`src/sv/rnlg_pkg.sv`:
```
// Shared types and constants of the RTP NACK list generator.
`default_nettype none
package rnlg_pkg;

   typedef struct packed {
      logic        operation;
      logic [15:0] seq_num;
      logic [62:0] now_ms;
   } req_type;

   typedef struct packed {
      logic [15:0] nack_seq;
      logic        group_end;
      logic        last;
   } rsp_type;

   typedef struct packed {
      logic [15:0] seq;
      logic [62:0] sent_ms;
      logic [7:0]  retries;
   } entry_type;

   typedef enum logic [2:0] {
      S_IDLE,
      S_DECODE,
      S_READ,
      S_STEP,
      S_END
   } ctrl_state_type;

   typedef enum logic [1:0] {
      MODE_COUNT,
      MODE_WRITE,
      MODE_REMOVE,
      MODE_TICK
   } pass_mode_type;

   typedef enum logic [1:0] {
      KIND_NONE,
      KIND_OLDER,
      KIND_NEWER,
      KIND_TICK
   } item_kind_type;

   typedef struct packed {
      logic          load;
      logic          init;
      logic          step;
      logic          finish_count;
      logic          commit;
      pass_mode_type mode;
   } dp_cmd_type;

   typedef struct packed {
      item_kind_type kind;
      logic          empty;
      logic          gap_zero;
      logic          pass_end;
      logic          adv_old;
   } dp_status_type;

   localparam logic        CSR_RTT_MS      = 1'b0;
   localparam logic        CSR_RETRY_LIMIT = 1'b1;
   localparam logic        OP_PACKET       = 1'b0;
   localparam logic        OP_TICK         = 1'b1;
   localparam logic [15:0] RTT_RESET       = 16'd100;
   localparam logic [7:0]  RETRY_RESET     = 8'd10;
   localparam logic [7:0]  RETRY_MAX       = 8'hFF;
   localparam logic [15:0] GROUP_SPAN      = 16'd15;

endpackage
`default_nettype wire

```
`src/sv/rnlg_ctrl.sv`:
```
// Controller state machine sequencing the table passes.
`default_nettype none
module rnlg_ctrl (
   input  wire logic                   clock,
   input  wire logic                   reset,
   input  wire logic                   start,
   output logic                        busy,
   input  wire rnlg_pkg::dp_status_type status,
   output rnlg_pkg::dp_cmd_type        cmd
);
   rnlg_pkg::ctrl_state_type state_ff, state_in;
   rnlg_pkg::pass_mode_type  mode_ff, mode_in;

   always_ff @(posedge clock) begin
      if (reset) begin
         state_ff <= rnlg_pkg::S_IDLE;
         mode_ff  <= rnlg_pkg::MODE_TICK;
      end else begin
         state_ff <= state_in;
         mode_ff  <= mode_in;
      end
   end

   always_comb begin
      state_in = state_ff;
      mode_in  = mode_ff;
      cmd      = '0;
      cmd.mode = mode_ff;
      case (state_ff)
         rnlg_pkg::S_IDLE: begin
            if (start) begin
               cmd.load = 1'b1;
               state_in = rnlg_pkg::S_DECODE;
            end
         end
         rnlg_pkg::S_DECODE: begin
            state_in = rnlg_pkg::S_IDLE;
            case (status.kind)
               rnlg_pkg::KIND_TICK: begin
                  if (!status.empty) begin
                     mode_in  = rnlg_pkg::MODE_TICK;
                     cmd.init = 1'b1;
                     state_in = rnlg_pkg::S_READ;
                  end
               end
               rnlg_pkg::KIND_OLDER: begin
                  if (!status.empty) begin
                     mode_in  = rnlg_pkg::MODE_REMOVE;
                     cmd.init = 1'b1;
                     state_in = rnlg_pkg::S_READ;
                  end
               end
               rnlg_pkg::KIND_NEWER: begin
                  if (!status.gap_zero) begin
                     mode_in  = rnlg_pkg::MODE_COUNT;
                     cmd.init = 1'b1;
                     state_in = rnlg_pkg::S_READ;
                  end
               end
               default: state_in = rnlg_pkg::S_IDLE;
            endcase
         end
         rnlg_pkg::S_READ: begin
            state_in = rnlg_pkg::S_STEP;
         end
         rnlg_pkg::S_STEP: begin
            if (status.pass_end) begin
               state_in = rnlg_pkg::S_END;
            end else begin
               cmd.step = 1'b1;
               state_in = status.adv_old ? rnlg_pkg::S_READ : rnlg_pkg::S_STEP;
            end
         end
         rnlg_pkg::S_END: begin
            if (mode_ff == rnlg_pkg::MODE_COUNT) begin
               cmd.finish_count = 1'b1;
               cmd.init         = 1'b1;
               mode_in          = rnlg_pkg::MODE_WRITE;
               state_in         = rnlg_pkg::S_READ;
            end else begin
               cmd.commit = 1'b1;
               state_in   = rnlg_pkg::S_IDLE;
            end
         end
         default: state_in = rnlg_pkg::S_IDLE;
      endcase
   end

   assign busy = (state_ff != rnlg_pkg::S_IDLE);
endmodule
`default_nettype wire

```
`config.mk`:
```
export PLATFORM = sky130hd
export DESIGN_NAME = rnlg_ctrl
export DESIGN_NICKNAME = d
export VERILOG_FILES = /design/src/sv/rnlg_pkg.sv /design/src/sv/rnlg_ctrl.sv
export SDC_FILE = /design/constraint.sdc
export NUM_CORES = 1
export LEC_CHECK = 0
export BUFFER_PORTS_ARGS = -buffer_cell sky130_fd_sc_hd__buf_2
export CAP_MARGIN = 25
export CORE_AREA = 4 4 41 43
export DETAILED_ROUTE_END_ITERATION = 16
export DIE_AREA = 0 0 45 47
export PLACE_DENSITY = 0.58
export SYNTH_ARGS = -nofsm -noshare
export SYNTH_HDL_FRONTEND = slang
export SYNTH_SLANG_ARGS = --single-unit
export TNS_END_PERCENT = 50
```
`constraint.sdc`:
```
create_clock -name clock -period 1.5 [get_ports clock]
set_input_delay 0.225 -clock clock [delete_from_list [all_inputs] [get_ports clock]]
set_output_delay 0.225 -clock clock [all_outputs]
set_load 0.02 [all_outputs]
```
==> results of run 1 <==
[cell families (layout without fill, tap and decap cells)]
kind of cell | count (synthesis) | after routing
AND/OR/NAND/NOR | 21 | 21
AO/OA/AOI/OAI | 9 | 9
adder cells (fa/ha/maj) | 5 | 5
flip-flops | 5 | 5
buffers and inverters | 5 | 32
multiplexers | 2 | 2
[sequential cells by signal, summed over array words and instances (netlist names)]
name	flops
state_ff	3
mode_ff	2
[metrics by stage]
stage          instance area (µm²)  utilization, %  hold slack [ns]  setup WS, ns  TNS [ns]
6_report                       637            48.9            0.229        -0.128    -0.224
3_5_place_dp                   554            42.6            0.485        0.0150         0
3_3_place_gp                   554            42.6            0.490       0.00895         0
5_1_grt                        637            48.9            0.236        -0.176    -0.506
4_1_cts                        631            48.5            0.219        -0.146    -0.251
2_1_floorplan                  418               -            0.301        0.0276         0
[worst paths after layout]
| kind | to | slack [ns] | depth (start not counted) |
|---|---|---|---|
| setup reg to reg | mode_ff[0] | 0.03 | 4 |
| hold reg to reg | mode_ff[1] | 0.53 | 2 |
| setup / recovery | cmd[5] | -0.13 | 4 |
| hold / removal | state_ff[2] | 0.23 | 2 |
[Yosys cell counts]
cell type	count
nand3b_1	3
inv_1	5
a31oi_1	1
o21ai_0	1
o32a_2	1
nor3b_1	3
o21bai_1	1
dfxtp_1	5
or3b_4	1
or3_2	1
or3b_2	1
a211oi_1	1
nor3_1	1
nand2_1	3
a2111oi_4	1
mux2i_1	2
a21oi_1	1
ha_1	5
nand2b_1	1
nor2_1	6
o21a_1	1
or4_2	1
a211o_2	1
[where the power goes]
| part | internal [mW] | switching [mW] |
|---|---|---|
| clock | 0.101 | 0.0610 |
| sequential | 0.139 | 0.00337 |
| combinational | 0.0597 | 0.0568 |
[cell type report]
| class | count | share of cell area [%] |
|---|---|---|
| inverter | 5 | 2.95 |
| timing repair buffer | 23 | 23.6 |
| sequential | 5 | 16.1 |
| tap | 15 | 2.95 |
| clock buffer | 4 | 4.13 |
| multi-input combinational | 37 | 50.3 |
[repair_timing]
action                                  CTS  global route
buffers inserted                          2             0
pin swaps                                 6             2
resized for setup                        10             3
endpoints found under the setup margin    5             7
[metal layers]
metal | global-route usage [%] | routed length (µm) | vias up
met5 | 0 | 0 | -
met4 | 5.26 | 19 | 0
met3 | 5.75 | 88 | 4
met2 | 14.7 | 441 | 21
met1 | 13.2 | 457 | 199
li1 | - | - | 224
[worst max-delay path: stages (launching register included)]
cell and delay [ns]:
dfxtp_1 0.31, or3b_4 0.40, a211o_4 0.28, nand2_2 0.06, buf_6 0.11
==> results.toml, run 1 <==
[clocking]
clk_pin_slew_worst_paths_ns = 0.05
cts_sinks = 5
ctsLongestPathBuffers = 2
cts_made_buffers = 3
cts-root-buf = "clkbuf_4"
htree_levels = 1
cts_hold_buf = 0
cts_tree = "built"
clk_latency_ns = 0.25

[yosys]
synth_simple_gate_area_share_pct = 30.4
ys_warn_count = 0
synth-compound-area-share_pct = 21.1
avgSynthCellArea_um2 = 8.84
yosysTopAreaCell = "dfxtp_1"
synth_top_family_by_area = "simple AND/OR/NAND/NOR gates"
synth_top_area_share_pct = 24.1
muxShareOfSynthArea_pct = 4.82
yosys_register_bits = 5
synthDistinctLibCells = 23
synth_nets = 61
synthesis.area_um2 = 415
syn_inst = 47
synth_adder_area_share_pct = 15.1
ys_top_cells_by_area = "dfxtp_1 24%, ha_1 15%, a2111oi_4 6.6%"
synth-xor-area-share_pct = 0
yosysSeqAreaShare_pct = 24.1

[critical_path]
worstPathRequired_ns = 1.27
critical_path_class = "flop to output port"
endpoint_kind = "output port"
critPathLaunchType = "flop"
cp_max_fo = 2
worstPathArrival_ns = 1.40
timing.rr.start = "state_ff[1]"
cp-startpoint = "state_ff[1]"

[routing]
drtIter0Drc = 6
dr_total_vias = 448
first_pass_iters = 4
finalWirelength_mm = 1.01
detail_route.wl_per_cell_um = 11.3
drtAntennaViolNets = 0
drc = 0
avgViaCountPerCell = 5.03

[pwr]
power_uw = 421
ir_drop_uv = 459
p_leak_nw = 0.302
p_per_area_mw_per_mm2 = 661

[grt]
grt_pass1_vias = 376
grt_max_degree = 9
grt_usage_pct = 10.6
grt_pass1_wl_mm = 1.58
antenna_found_initial = 0
grt_overflow_total = 0

[timing]
drv_slew = 0
fmax_ghz = 0.614
fin_crit_sh_pct = 109
finalClockSkew_ns = 0.00459
rsz0062_at_grt = "yes"
worst-slew-pin-transition_ns = 0.347
hold_viol_final = 0
finalSetupViolCount = 3
layout_setup_ws_ns = -0.128
slew_headroom_pct = 76.7
period_minus_slack_ns = 1.63

[place]
io_buffers = 16
place.gp.congestion = 0.756
dp_cells = 83
dp_hpwl_um = 739

[floorplanning]
dieArea_mm2 = 0.00212
dieWidth_um = 45
start_util_pct = 31.9
die_h_um = 47
rows = 13
ios = 17
coreArea_mm2 = 0.00130

[cells_and_area]
antenna_cells = 0
final_common_cell = "buf_2"
layout.nets = 89
ff_latch_area_um2 = 103
area_growth_syn_to_layout_pct = 53.3
layout-drive-gt1-share_pct = 51.4
final_cell_mix = "12 x buf_2, 9 x buf_4, 6 x nor2_1, 5 x inv_1, 5 x ha_1"
nFillCells = 131
multiInputGateArea_um2 = 320
layoutNonFillerInstCount = 89

[outcome]
outcome = "finished, violations left"
violations = "negative setup slack"

[min_path]
hp-start = "reset"
hp-class = "primary input to flop"

[job]
drv_cap = 0
Note: power is estimated with default switching activity, not from simulation.
==> inputs of run 2 (changes only) <==
Settings changed: ABC_AREA set to 1, PLACE_DENSITY 0.58 to 0.6.
==> results.toml, run 2 <==
[yosys]
avgSynthCellArea_um2 = 6.24
yosys_register_bits = 5
synth-edff-count = 0
async_flop_share_pct = 0
synthesis.area_um2 = 412
ys_top_cells_by_area = "dfxtp_1 24%, ha_1 15%, inv_1 13%"
yosysSeqAreaShare_pct = 24.3
ys.flop_type = "dfxtp_1"
ys_warn_count = 0
yosysTopAreaCell = "dfxtp_1"
syn_inst = 66
synthDistinctLibCells = 14
synth_nets = 80
synth_common_cells = "14 x inv_1, 14 x nand2_1, 9 x nor2_1"
synth_top_area_share_pct = 24.3

[routing]
first_pass_iters = 4
drtIter0Drc = 5
drc = 0
drtAntennaViolNets = 0
avgViaCountPerCell = 4.44
detail_route.wl_per_cell_um = 8.31
finalWirelength_um = 839
dr_total_vias = 448

[cells_and_area]
ff_latch_area_um2 = 104
area_growth_syn_to_layout_pct = 33.7
top_register = "state_ff"
nFillCells = 152
layout.nets = 101
top_regs = "state_ff: 3 flops, mode_ff: 2 flops"
layout-drive-gt1-share_pct = 33.7
final_common_cell = "buf_2"
antenna_cells = 0
largest_reg_flops = 3
final_cell_mix = "15 x buf_2, 14 x inv_1, 14 x nand2_1, 8 x nor2_1, 6 x nand3_1"
multiInputGateArea_um2 = 263

[timing]
tns_ns = 0
slew_headroom_pct = 79.5
hold_viol_final = 0
worst-slew-pin-transition_ns = 0.304
period_minus_slack_ns = 1.40
drv_slew = 0
finalSetupViolCount = 0
fmax_ghz = 0.713
finalClockSkew_ns = 0.000190
rsz0062_at_grt = "no"
fin_crit_sh_pct = 93.5

[clocking]
cts_tree = "built"
htree_levels = 1
cts_setup_buffers = 0
cts_hold_buf = 0
clk_pin_slew_worst_paths_ns = 0.04
ctsLongestPathBuffers = 2
cts_sinks = 5
clk_latency_ns = 0.24
cts_made_buffers = 3
cts-root-buf = "clkbuf_4"

[critical_path]
critPathLaunchType = "flop"
cp_max_fo = 4
critical_path_class = "flop to output port"
cp_slowest_cell = "dfxtp_2"
cp_cell_sequence = "nor2_4, nand2_2, nor2_4, inv_1, nand2_1, buf_4"
worstPathRequired_ns = 1.27
ff2ff_setup_slack_ns = 0.47
critical_path.max_stage_delay_ns = 0.34
worstPathArrival_ns = 1.18
endpoint_kind = "output port"
critPathMostFrequentCell = "nor2_4"

[pwr]
ir_drop_uv = 470
p_per_area_mw_per_mm2 = 749
power_uw = 412
p_leak_nw = 0.335

[grt]
grt_overflow_total = 0
grt_max_degree = 6
grt_pass1_wl_mm = 1.34
grt_pass1_vias = 365
antenna_found_initial = 0
grt_usage_pct = 9.17

[floorplanning]
die_h_um = 47
rows = 13
coreArea_mm2 = 0.00130
dieArea_mm2 = 0.00212
ios = 17
start_util_pct = 31.6
dieWidth_um = 45

[place]
io_buffers = 16
place.gp.congestion = 0.736
dp_hpwl_um = 707

[job]
drv_cap = 0

[min_path]
hp-class = "primary input to flop"

[outcome]
outcome = "completed"
## run 2: cell count changes in the layout (fill, tap and decap cells not counted), moves of 3 or more
cell     delta
nor2_2      +3
buf_4       -8
buf_2       +3
nand3_1     +6
inv_1       +9
nand2_1    +13
## run 2: worst max-delay path, delay by kind of cell, from the launching register on
family / cells / cell delay (ns)
buf+inv: 2 / 0.18
flops: 1 / 0.34
simple gates: 4 / 0.42
## run 2: stage by stage
stage	instances	hold WS [ns]	setup WS [ns]	instance area (µm²)	util, %
floorplan	66	0.351	0.202	412	-
global placement	97	0.479	0.203	510	39.2
detailed placement	97	0.474	0.182	510	39.2
CTS	101	0.231	0.0400	542	41.6
global route	101	0.249	0.00716	551	42.3
finish	101	0.226	0.0973	551	42.3
## run 2: cell type report
cell class | count | share of cell area, %
clock buffer | 4 | 4.77
inverter | 15 | 10.2
multi-input combinational | 46 | 47.7
sequential | 5 | 18.9
tap | 15 | 3.41
timing repair buffer | 16 | 15.0
## run 2: final timing paths
check                end         from  cells past startpoint
max reg2reg   mode_ff[0]  state_ff[2]                      6
min reg2reg   mode_ff[1]   mode_ff[1]                      2
max               cmd[5]  state_ff[0]                      6
min          state_ff[2]    status[1]                      3
## run 2: repair_timing
action | in CTS | in global routing
pin swaps | 0 | 1
gates resized for setup | 1 | 5
setup endpoints to repair | 1 | 2
## run 2: power breakdown
group / internal (mW) / switching [mW]
Combinational: 0.0422 / 0.0646
Sequential: 0.142 / 0.00858
Clock: 0.101 / 0.0544
Total: 0.285 / 0.128
## run 2: per-layer routing
metal	vias up	global-route usage, %	share of wire (%)
li1	239	-	-
met3	0	6.90	11
met1	191	11.2	47
met5	-	0	0
met4	0	1.75	0
met2	18	13.0	43
## run 2: cell families (layout without fill, tap and decap cells)
family	Yosys count	after routing	share of synthesized area, %
compound gates	6	6	7.90
fa+ha+maj	5	5	15.2
buf+inv	15	35	13.7
flops	5	5	24.3
simple gates	35	35	38.9
